[src/rtl/core/vca_pkg.sv]
// ----------------------------------------------------------------------------
// vca_pkg
// Shared types and constants for the Vigenere column analysis block.
// ----------------------------------------------------------------------------
package vca_pkg;

    localparam int ALPHABET_SIZE = 32;
    localparam int MAX_PERIOD    = 32;
    localparam int COUNT_BITS    = 16;
    localparam int LETTER_BITS   = $clog2(ALPHABET_SIZE);
    localparam int COL_BITS      = $clog2(MAX_PERIOD);
    localparam int ADDR_BITS     = COL_BITS + LETTER_BITS;
    localparam int MEM_DEPTH     = MAX_PERIOD * ALPHABET_SIZE;
    localparam int SUM_BITS      = 2 * COUNT_BITS + LETTER_BITS;
    localparam int DEN_BITS      = 2 * COUNT_BITS;
    localparam int Q_BITS        = 16;
    localparam int COIN_BITS     = Q_BITS + 1;
    localparam int PERIOD_BITS   = 6;
    localparam int CFG_IDX_BITS  = 1;
    localparam int CFG_DATA_BITS = 6;

    localparam logic [CFG_IDX_BITS-1:0] CFG_PERIOD = 1'b0;
    localparam logic [CFG_IDX_BITS-1:0] CFG_COMMON = 1'b1;

    localparam logic [COUNT_BITS-1:0] CNT_MAX = {COUNT_BITS{1'b1}};

    typedef enum logic [2:0] {
        ST_CLEAR,   // sweep the histogram memory to zero
        ST_RUN,     // accept letters
        ST_SCAN,    // walk the letters of one column
        ST_DIV,     // Q0.16 ratio, one bit a cycle
        ST_OUT,     // hold the result until transferred
        ST_NEXT     // advance to the next column or finish
    } vca_state_t;

    typedef struct packed {
        logic clear_mem;
        logic accept;
        logic scan_start;
        logic scan_step;
        logic div_start;
        logic div_step;
        logic out_load;
        logic next_col;
    } vca_cmd_t;

    typedef struct packed {
        logic clear_done;
        logic scan_done;
        logic div_done;
        logic last_col;
    } vca_status_t;

endpackage

[src/rtl/core/vca_ctrl.sv]
// ----------------------------------------------------------------------------
// vca_ctrl
// Sequencer: clear sweep, letter intake, per-column scan, divide and emit.
// ----------------------------------------------------------------------------
module vca_ctrl (
    input  logic                  clk,
    input  logic                  rst_n,
    input  logic                  in_valid,
    input  logic                  in_last,
    output logic                  in_ready,
    output logic                  out_valid,
    input  logic                  out_ready,
    output vca_pkg::vca_cmd_t     cmd,
    input  vca_pkg::vca_status_t  status
);
    import vca_pkg::*;

    vca_state_t state_reg, state_next;

    always_ff @(posedge clk or negedge rst_n) begin
        if (!rst_n)
        begin
            state_reg <= ST_CLEAR;
        end
        else
        begin
            state_reg <= state_next;
        end
    end

    always_comb begin
        state_next = state_reg;
        unique case (state_reg)
            ST_CLEAR: if (status.clear_done) state_next = ST_RUN;
            ST_RUN:   if (in_valid && in_last) state_next = ST_SCAN;
            ST_SCAN:  if (status.scan_done) state_next = ST_DIV;
            ST_DIV:   if (status.div_done) state_next = ST_OUT;
            ST_OUT:   if (out_ready) state_next = ST_NEXT;
            ST_NEXT:  state_next = status.last_col ? ST_CLEAR : ST_SCAN;
            default:  state_next = ST_CLEAR;
        endcase
    end

    always_comb begin
        cmd        = '0;
        in_ready   = 1'b0;
        out_valid  = 1'b0;
        unique case (state_reg)
            ST_CLEAR: cmd.clear_mem = 1'b1;
            ST_RUN:
            begin
                in_ready       = 1'b1;
                cmd.accept     = in_valid;
                cmd.scan_start = in_valid && in_last;
            end
            ST_SCAN:
            begin
                cmd.scan_step = 1'b1;
                cmd.div_start = status.scan_done;
            end
            ST_DIV:
            begin
                cmd.div_step = 1'b1;
                cmd.out_load = status.div_done;
            end
            ST_OUT:   out_valid = 1'b1;
            ST_NEXT:
            begin
                cmd.next_col   = 1'b1;
                cmd.scan_start = !status.last_col;
            end
            default: ;
        endcase
    end

endmodule

[config.mk]
export PLATFORM = sky130hd
export DESIGN_NAME = vca_ctrl
export DESIGN_NICKNAME = d
export VERILOG_FILES = /design/src/rtl/core/vca_pkg.sv /design/src/rtl/core/vca_ctrl.sv
export SDC_FILE = /design/constraint.sdc
export NUM_CORES = 1
export LEC_CHECK = 0
export BUFFER_PORTS_ARGS = -buffer_cell sky130_fd_sc_hd__buf_2
export CAP_MARGIN = 20
export CORE_AREA = 2 2 39 41
export CTS_CLUSTER_DIAMETER = 100
export DETAILED_ROUTE_END_ITERATION = 7
export DIE_AREA = 0 0 41 43
export SETUP_SLACK_MARGIN = 0.02
export SLEW_MARGIN = 10
export SYNTH_ARGS = -nofsm -noshare
export SYNTH_HDL_FRONTEND = slang
export SYNTH_SLANG_ARGS = --single-unit
[constraint.sdc]
create_clock -name clk -period 1.1 [get_ports clk]
set_input_delay 0.055 -clock clk [delete_from_list [all_inputs] [get_ports clk]]
set_output_delay 0.055 -clock clk [all_outputs]
set_load 0.1 [all_outputs]
==> metrics.md, run 1 <==
| Metric | Value |
|---|---|
| Status | `finished, violations left` |
| Failing checks | `setup timing` |
| Vias per cell | `4.381` |
| DIE AREA | `1763 um2` |
| Vias | `368` |
| Worst hold path class | `input port to asynchronous set/reset pin` |
| Layout cell share with drive strength beyond 1 | `82.35%` |
| Final setup fails | `11` |
| Final Net Count | `78` |
| Largest net degree at the start of global routing | `8` |
| Yosys cell types | `19` |
| Wirelength per Cell | `11.32 um` |
| Initial antenna violation count | `0` |
| Antenna viol nets, final | `0` |
| Final core occ | `58.23%` |
| Slew HR | `87.16%` |
| Kind of critical path | `flop to output pin` |
| TritonCTS Buffers | `3` |
| Largest area contributor in the netlist | `dfrtp_1` |
| Worst Tran Pin Value | `192.4 ps` |
| Buffers on Ports | `18` |
| 1st-pass router iterations | `4` |
| # DRC | `0` |
| Ranking of synthesized cells by area | `dfrtp_1, nor2_1, o2bb2a_4` |
| Worst Slack Setup Final | `-231.8 ps` |
| Ys Warns | `0` |
| First-pass GRT wire length | `1545 um` |
| # IOs | `19` |
| Syn Inst Count | `33` |
| Slowest cell delay on critical path | `460 ps` |
| Total gr overflow | `0` |
| Routed Wire Length | `951 um` |
| Post-detail-place hpwl | `712.6 um` |
| Die Y | `43 um` |
| Fin crit period | `1332 ps` |
| Core area | `1384 um2` |
| Total track usage | `13.08%` |
| Tcrit/Tclk final | `121.1%` |
| Pre-CTS WS | `-44.34 ps` |
| Cell Area, Synth | `267.8 um2` |
| Peak Freq | `750.8 MHz` |
| RSZ-0062 raised after global routing | `yes` |
| Iter 0 DRT Violations | `2` |
| Worst Path Max Fanout | `5` |
| Crit path DAT | `1280 ps` |
| CTS tree | `built` |
| Routability cong. | `0.7957` |
| Seq/Total Area, Yosys | `28.04%` |
| Max-Cap Viols | `0` |
| Synthesized area per cell | `8.114 um2` |
| # H-tree levels | `1` |
| Initial core utilization | `19.35%` |
| Slowest-stage cell, CP | `dfrtp_2` |
| Root Driver | `clkbuf_4` |
| Vias in the first global route | `391` |
| Req. time, crit path | `1040 ps` |
| ANT cells | `0` |
| Post-Route Skew | `4.249 ps` |
| P&R area growth vs syn | `200.9%` |
| CTS Sinks | `3` |
| CTS max path bufs | `2` |
| Post-Syn Nets | `42` |
| Reg clk slew, reported paths | `40 ps` |
| Max reg flops | `3` |
| Cell Chain, Critical Path | `buf_6, nor2_4, and2_4, buf_12` |
| Clock Latency Late Sink | `240 ps` |
| Number of synthesized register bits | `3` |
| Die span in x | `41 um` |
| CP startpoint kind | `flop` |
| Fin. Hold Viols | `0` |
| CP Capture Type | `output pin` |
| Slew Limit Fails | `0` |
| Site row count | `14` |
| Top cell type's share of synthesized area | `28.04%` |
==> worst paths after layout <==
kind / endpoint / cells past startpoint / slack [ps] / start
min: state_reg[2]$_DFFE_PN0P_ / 2 / 150 / rst_n
max in group asynchronous: state_reg[0]$_DFFE_PN0P_ / 2 / 820 / rst_n
min in group clk: state_reg[1]$_DFFE_PN0P_ / 4 / 210 / status[0]
max reg2reg: state_reg[0]$_DFFE_PN0P_ / 4 / -90 / state_reg[1]$_DFFE_PN0P_
min reg2reg: state_reg[1]$_DFFE_PN0P_ / 3 / 760 / state_reg[2]$_DFFE_PN0P_
max: cmd[3] / 4 / -230 / state_reg[0]$_DFFE_PN0P_
==> final cells by class <==
cell class	count	area, um2
fillers	115	578.1
repair buffers	33	386.6
multi-input cells	27	290.3
flip-flops and latches	3	78.83
clock buffers	4	26.28
well taps	16	20.02
inverters	1	3.754
==> repair_timing <==
action                     CTS  global route
hold buffers                 1             0
setup buffers                3             2
pin swaps                    5             4
cloned                       0             0
gates resized for setup     11             6
setup endpoints to repair   13            12
hold endpoints to repair     3             0
==> stage by stage <==
| step | instances | hold slack, ps | instance area [um2] | setup TNS, ps |
|---|---|---|---|---|
| global route | 84 | 157.3 | 805.8 | -2421 |
| global placement | 75 | -142.5 | 664.4 | -49.67 |
| CTS | 83 | 141.9 | 767.0 | -2032 |
| detailed placement | 75 | -139.7 | 664.4 | -175.3 |
| finish | 84 | 145.9 | 805.8 | -1912 |
| floorplan | 33 | -240.6 | 339.1 | -3592 |
==> worst max-delay path: cells and delay by family (launching register included) <==
family	cells	cell delay, ps
simple gates	2	260
buf+inv	2	310
flops	1	460
==> kinds of logic after synthesis <==
| group | count (synthesis) | share of synthesized area (%) |
|---|---|---|
| AOI/OAI and AO/OA | 6 | 19.63 |
| DFF | 3 | 28.04 |
| buffers and inverters | 3 | 8.411 |
| muxes | 1 | 3.738 |
| and+or+nand+nor | 20 | 40.19 |
==> cells in the final DEF, fill, tap and decap left out, types with 2 or more instances in the layout <==
cell type  Yosys  final
dfrtp_2        0      3
nand2b_4       1      2
buf_12         0     11
buf_2          0      8
nor3_4         0      2
nor2_4         0      4
nor2_1         7      2
clkbuf_4       0      3
and3_4         0      2
and2_4         0      2
buf_4          1      8
buf_6          1      5
==> cells in the mapped netlist <==
cell type / count
nand2b_4: 1
buf_4: 1
or2_1: 1
nand2_1: 2
o2bb2a_4: 1
nor2_1: 7
and2_1: 2
a31oi_1: 1
and3_1: 3
mux2i_1: 1
nand2b_1: 2
dfrtp_1: 3
buf_6: 1
o21a_1: 1
o32ai_1: 1
inv_1: 1
o21ai_0: 1
a21oi_1: 1
nor3_1: 2
==> per-layer routing <==
metal	track usage, %	wire (um)
met1	13.92	326
met2	21.56	527
met3	6.283	79
met4	4.000	17
met5	0	0
Power of run 1 is not shown: default switching activity piles up to over one toggle a cycle in this logic, so the estimate is an artifact.
==> inputs of run 2 (changes only) <==
--- a/config.mk
+++ b/config.mk
@@ -8,6 +8,7 @@
 export BUFFER_PORTS_ARGS = -buffer_cell sky130_fd_sc_hd__buf_2
 export CAP_MARGIN = 20
 export CORE_AREA = 2 2 39 41
+export CTS_BUF_LIST = sky130_fd_sc_hd__clkbuf_8
 export CTS_CLUSTER_DIAMETER = 100
 export DETAILED_ROUTE_END_ITERATION = 7
 export DIE_AREA = 0 0 41 43
==> metrics.md, run 2 (synthesis results as in run 1) <==
| Metric | Value |
|---|---|
| Root Driver | `clkbuf_8` |
| Total gr overflow | `0 (unchanged)` |
| Initial antenna violation count | `0 (unchanged)` |
| # DRC | `0 (unchanged)` |
| Worst hold path class | `input port to asynchronous set/reset pin` |
| Routability cong. | `0.7957 (unchanged)` |
| Post-detail-place hpwl | `712.6 um (unchanged)` |
| Worst Setup SP | `state_reg[0]$_DFFE_PN0P_` |
| Clock Latency Late Sink | `220 ps (-20 ps)` |
| Die span in x | `41 um (unchanged)` |
| # IOs | `19 (unchanged)` |
| Post-Route Skew | `1.044 ps (-3.205 ps)` |
| DIE AREA | `1763 um2 (unchanged)` |
| Fin crit period | `1325 ps (-7.212 ps)` |
| Failing checks | `setup timing` |
| Initial core utilization | `19.35% (unchanged)` |
| Reg clk slew, reported paths | `30 ps (about the same)` |
| Core area | `1384 um2 (unchanged)` |
| Hold_ws | `167.1 ps (+21.17 ps)` |
| Worst Slack Setup Final | `-224.6 ps (+7.212 ps)` |
| CP startpoint kind | `flop` |
| Most frequent cells in the layout | `buf_12, buf_2, buf_4` |
| CTS tree | `built` |
| First-pass GRT wire length | `1531 um (-0.91%)` |
| Fin. Hold Viols | `0 (unchanged)` |
| Vias | `373 (+1.4%)` |
| R2r startpoint | `state_reg[1]$_DFFE_PN0P_` |
| Worst Tran Pin Value | `153.4 ps (-38.96 ps)` |
| Worst Path Max Fanout | `5 (unchanged)` |
| Slew Limit Fails | `0 (unchanged)` |
| Antenna viol nets, final | `0 (unchanged)` |
| P&R area growth vs syn | `199.5%` |
| Max reg flops | `3 (unchanged)` |
| Layout cell share with drive strength beyond 1 | `80.88% (-1.5 points)` |
| TritonCTS Buffers | `3 (unchanged)` |
| Site row count | `14 (unchanged)` |
| Max-Cap Viols | `0 (unchanged)` |
| Tcrit/Tclk final | `120.4% (-0.66 points)` |
| Largest net degree at the start of global routing | `8 (unchanged)` |
| Vias per cell | `4.440 (+1.4%)` |
| Req. time, crit path | `1040 ps (about the same)` |
| Routed Wire Length | `1000 um (+5.2%)` |
| Buffers on Ports | `18 (unchanged)` |
| RSZ-0062 raised after global routing | `yes` |
| Most common cell after layout, fill and taps aside | `buf_12` |
| 1st-pass router iterations | `3 (-1)` |
| Filler cells | `118 (+2.6%)` |
| Wirelength per Cell | `11.90 um (+5.2%)` |
| Total track usage | `13.18% (+0.10 points)` |
| Vias in the first global route | `386 (-1.3%)` |
| Final setup fails | `11 (unchanged)` |
| # H-tree levels | `1 (unchanged)` |
| Status | `finished, violations left` |
| Slew HR | `89.48% (+2.3 points)` |
| Placed inst area | `664.4 um2 (unchanged)` |
| CTS max path bufs | `2 (unchanged)` |
| CTS Sinks | `3 (unchanged)` |
| Final Net Count | `78 (unchanged)` |
| Peak Freq | `754.9 MHz (+0.54%)` |
| Die Y | `43 um (unchanged)` |
| ANT cells | `0 (unchanged)` |
| Crit path DAT | `1270 ps (about the same)` |
| Iter 0 DRT Violations | `3 (+1)` |
| Final instance area | `802.0 um2 (-0.47%)` |
| Total negative setup slack | `-1838 ps (+73.49 ps)` |
| Kind of critical path | `flop to output pin` |
| CP Capture Type | `output pin` |
run 2: changes by cell type in the layout (fill, tap and decap cells not counted), sizes merged:
cell	previous run	this run
inv	1	2
clkbuf	4	3
run 2: layer usage:
metal	global-route usage, %	part of all wire [%]
met1	13.59	36
met5	0	0
met2	22.19	56
met4	4.000	1.4
met3	6.283	7.1
run 2: final cells by class:
| class | instances | area [um2] | share of cell area [%] |
|---|---|---|---|
| clock buffer | 3 | 41.29 | 5.148 |
| clock inverter | 1 | 3.754 | 0.4680 |
| inverter | 1 | 3.754 | 0.4680 |
| multi-input combinational | 27 | 264.0 | 32.92 |
| sequential | 3 | 78.83 | 9.828 |
| tap | 16 | 20.02 | 2.496 |
| timing repair buffer | 33 | 390.4 | 48.67 |
run 2: critical path, stage by stage (launching register included):
cell     delay [ps]
dfrtp_2         460
buf_6           150
nor2_4          110
and2_4          160
buf_12          160
run 2: repair_timing:
action,4_1_cts,5_1_grt
pin swaps,4,5
cloned,0,0
endpoints found under the hold margin,3,0
buffers inserted,3,2
gates resized for setup,11,3
hold buffers,1,0
setup endpoints to repair,13,12
run 2: metrics by stage:
step | setup slack (ps) | std cells | utilization [%]
3_3_place_gp | -19.17 | 75 | 48.01
3_5_place_dp | -44.34 | 75 | 48.01
5_1_grt | -258.6 | 84 | 57.96
6_report | -224.6 | 84 | 57.96
4_1_cts | -227.1 | 83 | 56.78
2_1_floorplan | -588.2 | 33 | -
run 2: path summary, 6_finish.rpt:
| path | end | slack [ps] | cells after the start |
|---|---|---|---|
| max | cmd[3] | -220 | 4 |
| min | state_reg[2]$_DFFE_PN0P_ | 170 | 2 |
| max reg2reg | state_reg[0]$_DFFE_PN0P_ | -70 | 4 |
| min reg2reg | state_reg[1]$_DFFE_PN0P_ | 760 | 3 |
| max in group asynchronous | state_reg[0]$_DFFE_PN0P_ | 810 | 2 |
| min in group clk | state_reg[1]$_DFFE_PN0P_ | 240 | 4 |
Power of run 2 is left out for the same reason.
